$ cat src/rtl/hnstp_pkg.sv
// Shared types, codes and helpers for the held-note step table populator.
package hnstp_pkg;

    localparam int MAX_STEPS_DEF = 16;
    localparam int OUT_LIMIT     = 16;   // most writes per note-on
    localparam int IDX_W         = 4;
    localparam int CNT_W         = 5;    // holds 0..31
    localparam int NOTE_W        = 7;
    localparam int VAL_W         = 8;
    localparam int ACT_W         = 8;

    localparam logic [2:0] MODE_OFF    = 3'd0;
    localparam logic [2:0] MODE_PLAYED = 3'd1;
    localparam logic [2:0] MODE_ASC    = 3'd2;
    localparam logic [2:0] MODE_DESC   = 3'd3;
    localparam logic [2:0] MODE_CHROM  = 3'd4;
    localparam logic [2:0] MODE_PING   = 3'd5;

    localparam logic REG_MODE  = 1'b0;
    localparam logic REG_STEPS = 1'b1;

    localparam logic KIND_ON  = 1'b0;
    localparam logic KIND_OFF = 1'b1;

    typedef enum logic [1:0] {
        ST_IDLE,
        ST_SORT,
        ST_DIV,
        ST_EMIT
    } hnstp_state_t;

    typedef enum logic [1:0] {
        ROW_HOLD,
        ROW_LOAD,
        ROW_SORT,
        ROW_SHIFT
    } row_op_t;

    typedef struct packed {
        logic             vld;
        logic [VAL_W-1:0] val;
    } cell_key_t;

    typedef struct packed {
        row_op_t op;
        logic    parity;   // which neighbor pairs compare this round
        logic    desc;
    } row_ctrl_t;

    // true when a (lower position) and b (upper position) must swap;
    // empty keys sink to the far end of the row
    function automatic logic key_ooo(cell_key_t a, cell_key_t b, logic desc);
        logic r;
        if (!a.vld) begin
            r = b.vld;
        end else if (!b.vld) begin
            r = 1'b0;
        end else begin
            r = desc ? (a.val < b.val) : (a.val > b.val);
        end
        return r;
    endfunction

endpackage

$ cat src/rtl/hnstp_cell.sv
// One cell of the note row: load, compare-exchange with a neighbor, or shift.
module hnstp_cell import hnstp_pkg::*; (
    input  logic      aclk,
    input  row_op_t   op,
    input  logic      desc,
    input  logic      lower,   // paired with the right neighbor this round
    input  logic      upper,   // paired with the left neighbor this round
    input  cell_key_t ld,
    input  cell_key_t left,
    input  cell_key_t right,
    output cell_key_t key
);

    cell_key_t key_reg, key_next;

    always_comb begin
        key_next = key_reg;
        unique case (op)
            ROW_HOLD:  key_next = key_reg;
            ROW_LOAD:  key_next = ld;
            ROW_SHIFT: key_next = right;
            ROW_SORT: begin
                if (lower && key_ooo(key_reg, right, desc)) begin
                    key_next = right;
                end else if (upper && key_ooo(left, key_reg, desc)) begin
                    key_next = left;
                end
            end
            default:   key_next = key_reg;
        endcase
    end

    always_ff @(posedge aclk) begin
        key_reg <= key_next;
    end

    assign key = key_reg;

endmodule

$ cat src/rtl/hnstp_row.sv
// Row of note cells: odd-even transposition sort and shift-out toward cell 0.
module hnstp_row import hnstp_pkg::*; #(
    parameter int CELLS = OUT_LIMIT
) (
    input  logic      aclk,
    input  row_ctrl_t ctrl,
    input  cell_key_t ld [CELLS],
    output cell_key_t head
);

    localparam cell_key_t KEY_EMPTY = '{vld: 1'b0, val: '0};

    cell_key_t keys [CELLS];

    for (genvar g = 0; g < CELLS; g++) begin : g_cell
        cell_key_t left_key, right_key;
        logic      lower, upper;

        if (g == 0) begin : g_first
            assign left_key = KEY_EMPTY;
        end else begin : g_mid_l
            assign left_key = keys[g-1];
        end

        if (g == CELLS - 1) begin : g_last
            assign right_key = KEY_EMPTY;
        end else begin : g_mid_r
            assign right_key = keys[g+1];
        end

        assign lower = (ctrl.parity == 1'(g % 2)) && (g < CELLS - 1);
        assign upper = (ctrl.parity != 1'(g % 2)) && (g > 0);

        hnstp_cell u_cell (
            .aclk  (aclk),
            .op    (ctrl.op),
            .desc  (ctrl.desc),
            .lower (lower),
            .upper (upper),
            .ld    (ld[g]),
            .left  (left_key),
            .right (right_key),
            .key   (keys[g])
        );
    end

    assign head = keys[0];

endmodule

$ cat src/rtl/hnstp_rem.sv
// Restoring remainder unit: 8-bit dividend by 5-bit divisor, one bit per cycle.
module hnstp_rem import hnstp_pkg::*; (
    input  logic             aclk,
    input  logic             aresetn,
    input  logic             start,
    input  logic [ACT_W-1:0] dividend,
    input  logic [4:0]       divisor,
    output logic             done,
    output logic [4:0]       rem
);

    logic             busy_reg, busy_next;
    logic             done_reg, done_next;
    logic [2:0]       cnt_reg, cnt_next;
    logic [ACT_W-1:0] dvd_reg, dvd_next;
    logic [4:0]       r_reg, r_next;
    logic [4:0]       d_reg, d_next;
    logic [5:0]       trial;

    always_comb begin
        busy_next = busy_reg;
        done_next = 1'b0;
        cnt_next  = cnt_reg;
        dvd_next  = dvd_reg;
        r_next    = r_reg;
        d_next    = d_reg;
        trial     = {r_reg, dvd_reg[ACT_W-1]};
        if (start) begin
            busy_next = 1'b1;
            cnt_next  = '0;
            dvd_next  = dividend;
            r_next    = '0;
            d_next    = divisor;
        end else if (busy_reg) begin
            // partial remainder stays below the divisor, so five bits suffice
            if (trial >= {1'b0, d_reg}) begin
                r_next = 5'(trial - {1'b0, d_reg});
            end else begin
                r_next = trial[4:0];
            end
            dvd_next = {dvd_reg[ACT_W-2:0], 1'b0};
            cnt_next = cnt_reg + 3'd1;
            if (cnt_reg == 3'd7) begin
                busy_next = 1'b0;
                done_next = 1'b1;
            end
        end
    end

    always_ff @(posedge aclk) begin
        if (!aresetn) begin
            busy_reg <= 1'b0;
            done_reg <= 1'b0;
            cnt_reg  <= '0;
        end else begin
            busy_reg <= busy_next;
            done_reg <= done_next;
            cnt_reg  <= cnt_next;
        end
        dvd_reg <= dvd_next;
        r_reg   <= r_next;
        d_reg   <= d_next;
    end

    assign done = done_reg;
    assign rem  = r_reg;

endmodule

$ cat src/rtl/held_note_step_table_populator_top.sv
// Held-note step table populator: top level.
// Input stream s_*: one MIDI event per transfer, tuser = kind (0 note-on, 1 note-off),
// tdata = note number. Output stream m_*: step table writes, tlast on the final
// write caused by one note-on. Config channel cfg_*: index 0 populate mode,
// index 1 step count; always ready. The user must write it only while the block is
// idle; the block itself does not enforce this. A note-off writes nothing.
// A note-on loads the cell row, then:
//   ascending / descending: min(16, MAX_STEPS) sort rounds in the cell row, then
//     one write per cycle while the receiver is ready, for the sorted notes (up to 16);
//   chromatic run: one write per cycle while the receiver is ready, for every step in use;
//   as played / ping-pong: 8 bit steps in the bit-serial remainder unit, then its done
//     flag, then one write (none for ping-pong with one step).
// s_tready is high only between note-ons being processed; the output register lets a
// new event in while the last write still waits.
// A stalled receiver holds the write in the output register and freezes the
// cell row. Reset empties the history and held count, sets mode off and 16 steps.
module held_note_step_table_populator_top import hnstp_pkg::*; #(
    parameter int MAX_STEPS = MAX_STEPS_DEF
) (
    input  logic        aclk,
    input  logic        aresetn,
    input  logic        s_tvalid,
    output logic        s_tready,
    input  logic [7:0]  s_tdata,    // [6:0] note_number, [7] zero
    input  logic        s_tuser,    // [0] kind
    output logic        m_tvalid,
    input  logic        m_tready,
    output logic [15:0] m_tdata,    // [3:0] step_index, [11:4] write_note, [15:12] zero
    output logic        m_tlast,
    input  logic        cfg_valid,
    output logic        cfg_ready,
    input  logic        cfg_index,
    input  logic [4:0]  cfg_data
);

    localparam int CELLS = (MAX_STEPS < OUT_LIMIT) ? MAX_STEPS : OUT_LIMIT;
    localparam int HL_W  = $clog2(MAX_STEPS + 1);
    localparam int CW    = (HL_W > CNT_W) ? HL_W : CNT_W;

    hnstp_state_t state_reg, state_next;

    logic [2:0]        mode_reg;
    logic [CNT_W-1:0]  steps_cfg_reg;
    logic [NOTE_W-1:0] hist_reg [MAX_STEPS];
    logic [HL_W-1:0]   hist_len_reg, hist_len_next;
    logic [ACT_W-1:0]  active_reg, active_next;
    logic [CNT_W-1:0]  round_reg, round_next;
    logic [CNT_W-1:0]  remain_reg, remain_next;
    logic [IDX_W-1:0]  idx_reg, idx_next;
    logic [IDX_W-1:0]  fix_idx_reg, fix_idx_next;
    logic              single_reg, single_next;

    logic              m_valid_reg, m_valid_next;
    logic [IDX_W-1:0]  m_index_reg, m_index_next;
    logic [VAL_W-1:0]  m_note_reg, m_note_next;
    logic              m_last_reg, m_last_next;

    logic              in_fire, on_fire, off_fire, emit_fire, out_free;
    logic [NOTE_W-1:0] note_in;
    logic [HL_W-1:0]   len_inc;
    logic [ACT_W-1:0]  act_inc, act_dec;
    logic [CNT_W-1:0]  steps_eff, n_sort;
    logic [4:0]        period, divisor;
    logic              div_start, div_done;
    logic [4:0]        div_rem;
    row_ctrl_t         row_ctrl;
    cell_key_t         ld [CELLS];
    cell_key_t         head;

    assign note_in   = s_tdata[NOTE_W-1:0];
    assign in_fire   = s_tvalid && s_tready;
    assign on_fire   = in_fire && (s_tuser == KIND_ON);
    assign off_fire  = in_fire && (s_tuser == KIND_OFF);
    assign out_free  = !m_valid_reg || m_tready;
    assign emit_fire = (state_reg == ST_EMIT) && out_free;

    assign steps_eff = (steps_cfg_reg > CNT_W'(CELLS)) ? CNT_W'(CELLS) : steps_cfg_reg;
    assign period    = 5'({steps_eff - CNT_W'(1), 1'b0});
    assign act_inc   = (active_reg == '1) ? active_reg : active_reg + ACT_W'(1);
    assign act_dec   = (active_reg == '0) ? active_reg : active_reg - ACT_W'(1);
    assign len_inc   = (hist_len_reg < HL_W'(MAX_STEPS)) ? hist_len_reg + HL_W'(1)
                                                         : hist_len_reg;
    assign n_sort    = (CW'(len_inc) < CW'(steps_eff)) ? CNT_W'(len_inc) : steps_eff;
    assign divisor   = (mode_reg == MODE_PLAYED) ? 5'(steps_eff) : period;

    // row load values: newest note in cell 0, history behind it; in chromatic mode the note plus the cell index
    for (genvar g = 0; g < CELLS; g++) begin : g_ld
        logic [VAL_W-1:0] hist_val;
        if (g == 0) begin : g_head
            assign hist_val = VAL_W'(note_in);
        end else begin : g_tail
            assign hist_val = VAL_W'(hist_reg[g-1]);
        end
        always_comb begin
            if (mode_reg == MODE_CHROM) begin
                ld[g].val = VAL_W'(note_in) + VAL_W'(g);
                ld[g].vld = steps_eff > CNT_W'(g);
            end else begin
                ld[g].val = hist_val;
                ld[g].vld = n_sort > CNT_W'(g);
            end
        end
    end

    // next state
    always_comb begin
        state_next = state_reg;
        unique case (state_reg)
            ST_IDLE: begin
                if (on_fire && (steps_eff != '0)) begin
                    unique case (mode_reg)
                        MODE_ASC, MODE_DESC: state_next = ST_SORT;
                        MODE_CHROM:          state_next = ST_EMIT;
                        MODE_PLAYED:         state_next = ST_DIV;
                        MODE_PING: begin
                            state_next = (steps_eff > CNT_W'(1)) ? ST_DIV : ST_IDLE;
                        end
                        default:             state_next = ST_IDLE;
                    endcase
                end
            end
            ST_SORT: begin
                if (round_reg == CNT_W'(CELLS - 1)) begin
                    state_next = ST_EMIT;
                end
            end
            ST_DIV: begin
                if (div_done) begin
                    state_next = ST_EMIT;
                end
            end
            ST_EMIT: begin
                if (emit_fire && (remain_reg == CNT_W'(1))) begin
                    state_next = ST_IDLE;
                end
            end
            default: state_next = ST_IDLE;
        endcase
    end

    // control outputs
    always_comb begin
        s_tready        = (state_reg == ST_IDLE);
        row_ctrl.op     = ROW_HOLD;
        row_ctrl.parity = round_reg[0];
        row_ctrl.desc   = (mode_reg == MODE_DESC);
        div_start       = 1'b0;
        unique case (state_reg)
            ST_IDLE: begin
                if (on_fire) begin
                    row_ctrl.op = ROW_LOAD;
                    div_start   = (mode_reg == MODE_PLAYED) || (mode_reg == MODE_PING);
                end
            end
            ST_SORT: row_ctrl.op = ROW_SORT;
            ST_DIV:  row_ctrl.op = ROW_HOLD;
            ST_EMIT: row_ctrl.op = emit_fire ? ROW_SHIFT : ROW_HOLD;
            default: row_ctrl.op = ROW_HOLD;
        endcase
    end

    // datapath next values
    always_comb begin
        hist_len_next = hist_len_reg;
        active_next   = active_reg;
        round_next    = round_reg;
        remain_next   = remain_reg;
        idx_next      = idx_reg;
        fix_idx_next  = fix_idx_reg;
        single_next   = single_reg;
        m_valid_next  = m_valid_reg;
        m_index_next  = m_index_reg;
        m_note_next   = m_note_reg;
        m_last_next   = m_last_reg;

        if (off_fire) begin
            active_next = act_dec;
            if (act_dec == '0) begin
                hist_len_next = '0;
            end
        end else if (on_fire) begin
            active_next   = act_inc;
            hist_len_next = len_inc;
            round_next    = '0;
            idx_next      = '0;
            single_next   = (mode_reg == MODE_PLAYED) || (mode_reg == MODE_PING);
            unique case (mode_reg)
                MODE_ASC, MODE_DESC: remain_next = n_sort;
                MODE_CHROM:          remain_next = steps_eff;
                default:             remain_next = CNT_W'(1);
            endcase
        end

        if (state_reg == ST_SORT) begin
            round_next = round_reg + CNT_W'(1);
        end

        if (div_done) begin
            if ((mode_reg == MODE_PLAYED) || (div_rem < 5'(steps_eff))) begin
                fix_idx_next = div_rem[IDX_W-1:0];
            end else begin
                fix_idx_next = IDX_W'(period - div_rem);
            end
        end

        if (emit_fire) begin
            m_valid_next = 1'b1;
            m_index_next = single_reg ? fix_idx_reg : idx_reg;
            m_note_next  = head.val;
            m_last_next  = (remain_reg == CNT_W'(1));
            remain_next  = remain_reg - CNT_W'(1);
            idx_next     = idx_reg + IDX_W'(1);
        end else if (m_tready) begin
            m_valid_next = 1'b0;
        end
    end

    always_ff @(posedge aclk) begin
        if (!aresetn) begin
            state_reg     <= ST_IDLE;
            mode_reg      <= MODE_OFF;
            steps_cfg_reg <= CNT_W'(16);
            hist_len_reg  <= '0;
            active_reg    <= '0;
            m_valid_reg   <= 1'b0;
        end else begin
            state_reg    <= state_next;
            hist_len_reg <= hist_len_next;
            active_reg   <= active_next;
            m_valid_reg  <= m_valid_next;
            if (cfg_valid && cfg_ready) begin
                if (cfg_index == REG_MODE) begin
                    mode_reg <= cfg_data[2:0];
                end else begin
                    steps_cfg_reg <= cfg_data;
                end
            end
        end
        round_reg   <= round_next;
        remain_reg  <= remain_next;
        idx_reg     <= idx_next;
        fix_idx_reg <= fix_idx_next;
        single_reg  <= single_next;
        m_index_reg <= m_index_next;
        m_note_reg  <= m_note_next;
        m_last_reg  <= m_last_next;
    end

    // newest-first history shift line
    always_ff @(posedge aclk) begin
        if (on_fire) begin
            hist_reg[0] <= note_in;
            for (int i = 1; i < MAX_STEPS; i++) begin
                hist_reg[i] <= hist_reg[i-1];
            end
        end
    end

    hnstp_row #(
        .CELLS (CELLS)
    ) u_row (
        .aclk (aclk),
        .ctrl (row_ctrl),
        .ld   (ld),
        .head (head)
    );

    hnstp_rem u_rem (
        .aclk     (aclk),
        .aresetn  (aresetn),
        .start    (div_start),
        .dividend (act_inc - ACT_W'(1)),
        .divisor  (divisor),
        .done     (div_done),
        .rem      (div_rem)
    );

    assign cfg_ready = 1'b1;
    assign m_tvalid  = m_valid_reg;
    assign m_tdata   = {4'b0000, m_note_reg, m_index_reg};
    assign m_tlast   = m_last_reg;

endmodule

$ cat config.mk
export PLATFORM = sky130hd
export DESIGN_NAME = held_note_step_table_populator_top
export DESIGN_NICKNAME = d
export VERILOG_FILES = /design/src/rtl/hnstp_pkg.sv /design/src/rtl/hnstp_cell.sv /design/src/rtl/hnstp_row.sv /design/src/rtl/hnstp_rem.sv /design/src/rtl/held_note_step_table_populator_top.sv
export SDC_FILE = /design/constraint.sdc
export NUM_CORES = 1
export LEC_CHECK = 0
export ABC_AREA = 1
export ABC_CLOCK_PERIOD_IN_PS = 4860
export BUFFER_PORTS_ARGS = -buffer_cell sky130_fd_sc_hd__buf_2
export CORE_ASPECT_RATIO = 1.4
export CORE_MARGIN = 8
export CORE_UTILIZATION = 45
export CTS_BUF_LIST = sky130_fd_sc_hd__clkbuf_4
export CTS_CLUSTER_SIZE = 16
export DETAILED_ROUTE_END_ITERATION = 6
export SYNTH_ARGS = -nofsm -noshare
export SYNTH_HDL_FRONTEND = slang
export SYNTH_SLANG_ARGS = --single-unit
$ cat constraint.sdc
create_clock -name aclk -period 4.86 [get_ports aclk]
set_clock_uncertainty 0.1 [all_clocks]
set_input_delay 0.243 -clock aclk [delete_from_list [all_inputs] [get_ports aclk]]
set_output_delay 0.243 -clock aclk [all_outputs]
set_load 0.01 [all_outputs]
==> out/qor.txt <==
Post-synth EDFFs -> 294
vias in the first global route -> 19,400
Sw Pwr -> 5.75 mW
register area -> 9510 sq um
Post-Route Setup TNS -> 0 ps
Worst Setup Slack, final -> 1270 ps
multi-input logic area -> 10,600 sq um
max reg flops -> 144
Synthesis Warnings -> 0
sequential share of power -> 0.354
Core ar. -> 48,600 sq um
# DRC -> 0
Area Overhead vs Synth -> 9.55%
DR WL/cell -> 20.1 um
top cell type by total area after synthesis -> edfxtp_1
Final Cell Area -> 24,100 sq um
unrepaired setup endpoints after global routing -> no
Max Freq -> 279 MHz
arrival time at the worst endpoint -> 3870 ps
Hold Path Class -> input port to register
CTS Sinks -> 328
largest net degree at the start of global routing -> 97
Max rail drop VDD -> 333 uV
Top FF cell, synth -> edfxtp_1
standard-cell rows -> 96
synth unique cells -> 59
most frequent cell after synthesis -> nand2_1
worst slew pin tran -> 1180 ps
crit end category -> register
total global routing track utilization -> 0.245
chip width -> 203 um
maxcap violations -> 0
grt total ovfl -> 0
fin util -> 0.496
Final Power -> 12.8 mW
fillers -> 4,834
worst-path maximum fanout -> 10
Rel. slew slack -> 0.211
Mapped Cells -> 2,709
Num CTS Buffers -> 85
combinational share of power -> 0.456
syn_area_per_cell -> 8.12 sq um
die area -> 56,300 sq um
Initial DRC Count -> 1,631
Layout Cells excl Fill -> 3,478
placed cell area -> 22,800 sq um
final setup vio count -> 0
DP Cell Count -> 3,304
PwrDens -> 532 nW/um^2
Mapped Area -> 22,000 sq um
die height -> 278 um
layout cells sized above 1 -> 0.0962
Synth top area share -> 0.401
Critical Path Source Type -> register
pre-CTS WS -> 1360 ps
crit share post-route -> 0.738
Via-to-Cell Ratio -> 5.60
starting density of the core -> 0.452
CP Data Required Time -> 5140 ps
Vias -> 19,500
Net count, final -> 2,971
clock share of power -> 0.191
DR pass1 iterations -> 7
Post-Route WL -> 70,000 um
commonest cells in the netlist -> 629 x nand2_1, 368 x inv_1, 294 x edfxtp_1, 228 x a21oi_1, 214 x nand3_1
cts repair resizes -> 0
CTS tree -> built
H-tree Lvls -> 3
CP Class -> register to register
Clock Latency Late Sink -> 820 ps
Power Internal -> 7.09 mW
final hold violations -> 0
first-pass GRT wire length -> 108,000 um
Pleak -> 11.1 nW
initial antenna violation count -> 4
I/O pins -> 40
fin. max-slew vios -> 0
DPL Wire Length -> 51,600 um
flops & latches, synth -> 328
Clock Tree Root -> clkbuf_4
I/O Buffers -> 33
Synth area leaders -> edfxtp_1 40%, nand2_1 11%, ha_1 9.6%
sequential fraction of the synthesis area -> 0.432
post-route minimum period -> 3590 ps
FF-to-FF setup slack -> 1270 ps
RePlAce Congestion -> 0.943
status -> finished clean
hold_ws -> 193 ps
clock slew at the register clock pins of the worst setup and hold paths -> 80 ps
Post-synth ARST share -> 0
clk buf depth -> 3
Sw Share -> 0.448
antenna violation net count after detailed routing -> 0
==> power by group through the flow <==
stage               sequential (mW)  clock, mW  combinational [mW]
floorplan                      4.38          0                4.08
global placement               4.56          0                5.67
detailed placement             4.59          0                5.77
CTS                            4.53       2.52                5.81
global route                   4.60       2.64                6.55
finish                         4.54       2.45                5.85
==> layout make-up <==
type	count	area share
Timing Repair Buffer	88	0.0283
Sequential cell	328	0.394
Inverter	391	0.0610
Clock buffer	131	0.0408
Multi-Input combinational cell	1887	0.439
Antenna cell	3	0.000311
Clock inverter	13	0.00337
Tap cell	637	0.0331
==> worst max-delay path: stages (launching register included) <==
cell	delay, ps
dfxtp_1	330
inv_1	210
ha_1	290
nand2_1	210
nor2_4	130
inv_1	50
buf_4	170
nand2_1	320
nand2_2	150
inv_1	100
nor2_1	50
buf_4	200
nor2_1	830
==> worst paths after layout <==
check	from	to	depth (start not counted)
setup / recovery	state_reg[1]$_SDFFE_PN0P_	u_row.g_cell[15].u_cell.key[2]$_DFFE_PP_	12
hold / removal	m_tready	m_tvalid$_SDFFE_PN0P_	5
setup reg to reg	state_reg[1]$_SDFFE_PN0P_	u_row.g_cell[15].u_cell.key[2]$_DFFE_PP_	12
hold reg to reg	hist_reg[1][1]$_DFFE_PP_	hist_reg[1][8]$_DFFE_PP_	0
==> routing by layer <==
layer	vias to the layer above	track usage	routed length [um]	share of wire
li1	9362	-	-	-
met1	9231	0.291	27700	0.40
met2	714	0.420	34600	0.49
met3	157	0.0440	4680	0.067
met4	4	0.123	2950	0.042
met5	-	0	21	0.00030
==> kinds of logic (layout without fill, tap and decap cells) <==
family	count (synthesis)	after routing	synth area share
AO/OA/AOI/OAI	570	570	0.147
AND/OR/NAND/NOR	1085	1085	0.211
other	2	8	0.000341
XOR/XNOR	54	54	0.0215
adder cells (fa/ha/maj)	170	170	0.0973
multiplexers	3	3	0.00154
flip-flops	328	328	0.432
buffers and inverters	497	623	0.0897
==> cell usage in the layout, fill, tap and decap left out, types with 44 or more instances in the layout <==
cell type,Yosys,routed
nand2_1,629,629
inv_1,368,368
edfxtp_1,294,294
a21oi_1,228,228
nand3_1,214,214
o21ai_0,180,180
ha_1,168,167
nor2_1,150,147
clkbuf_4,0,131
xor2_1,44,44
==> timing repair <==
item,CTS,global route
endpoints found under the hold margin,62,0
hold buffers,27,0
setup buffers,0,0
Note: power is estimated with default switching activity, not from simulation.
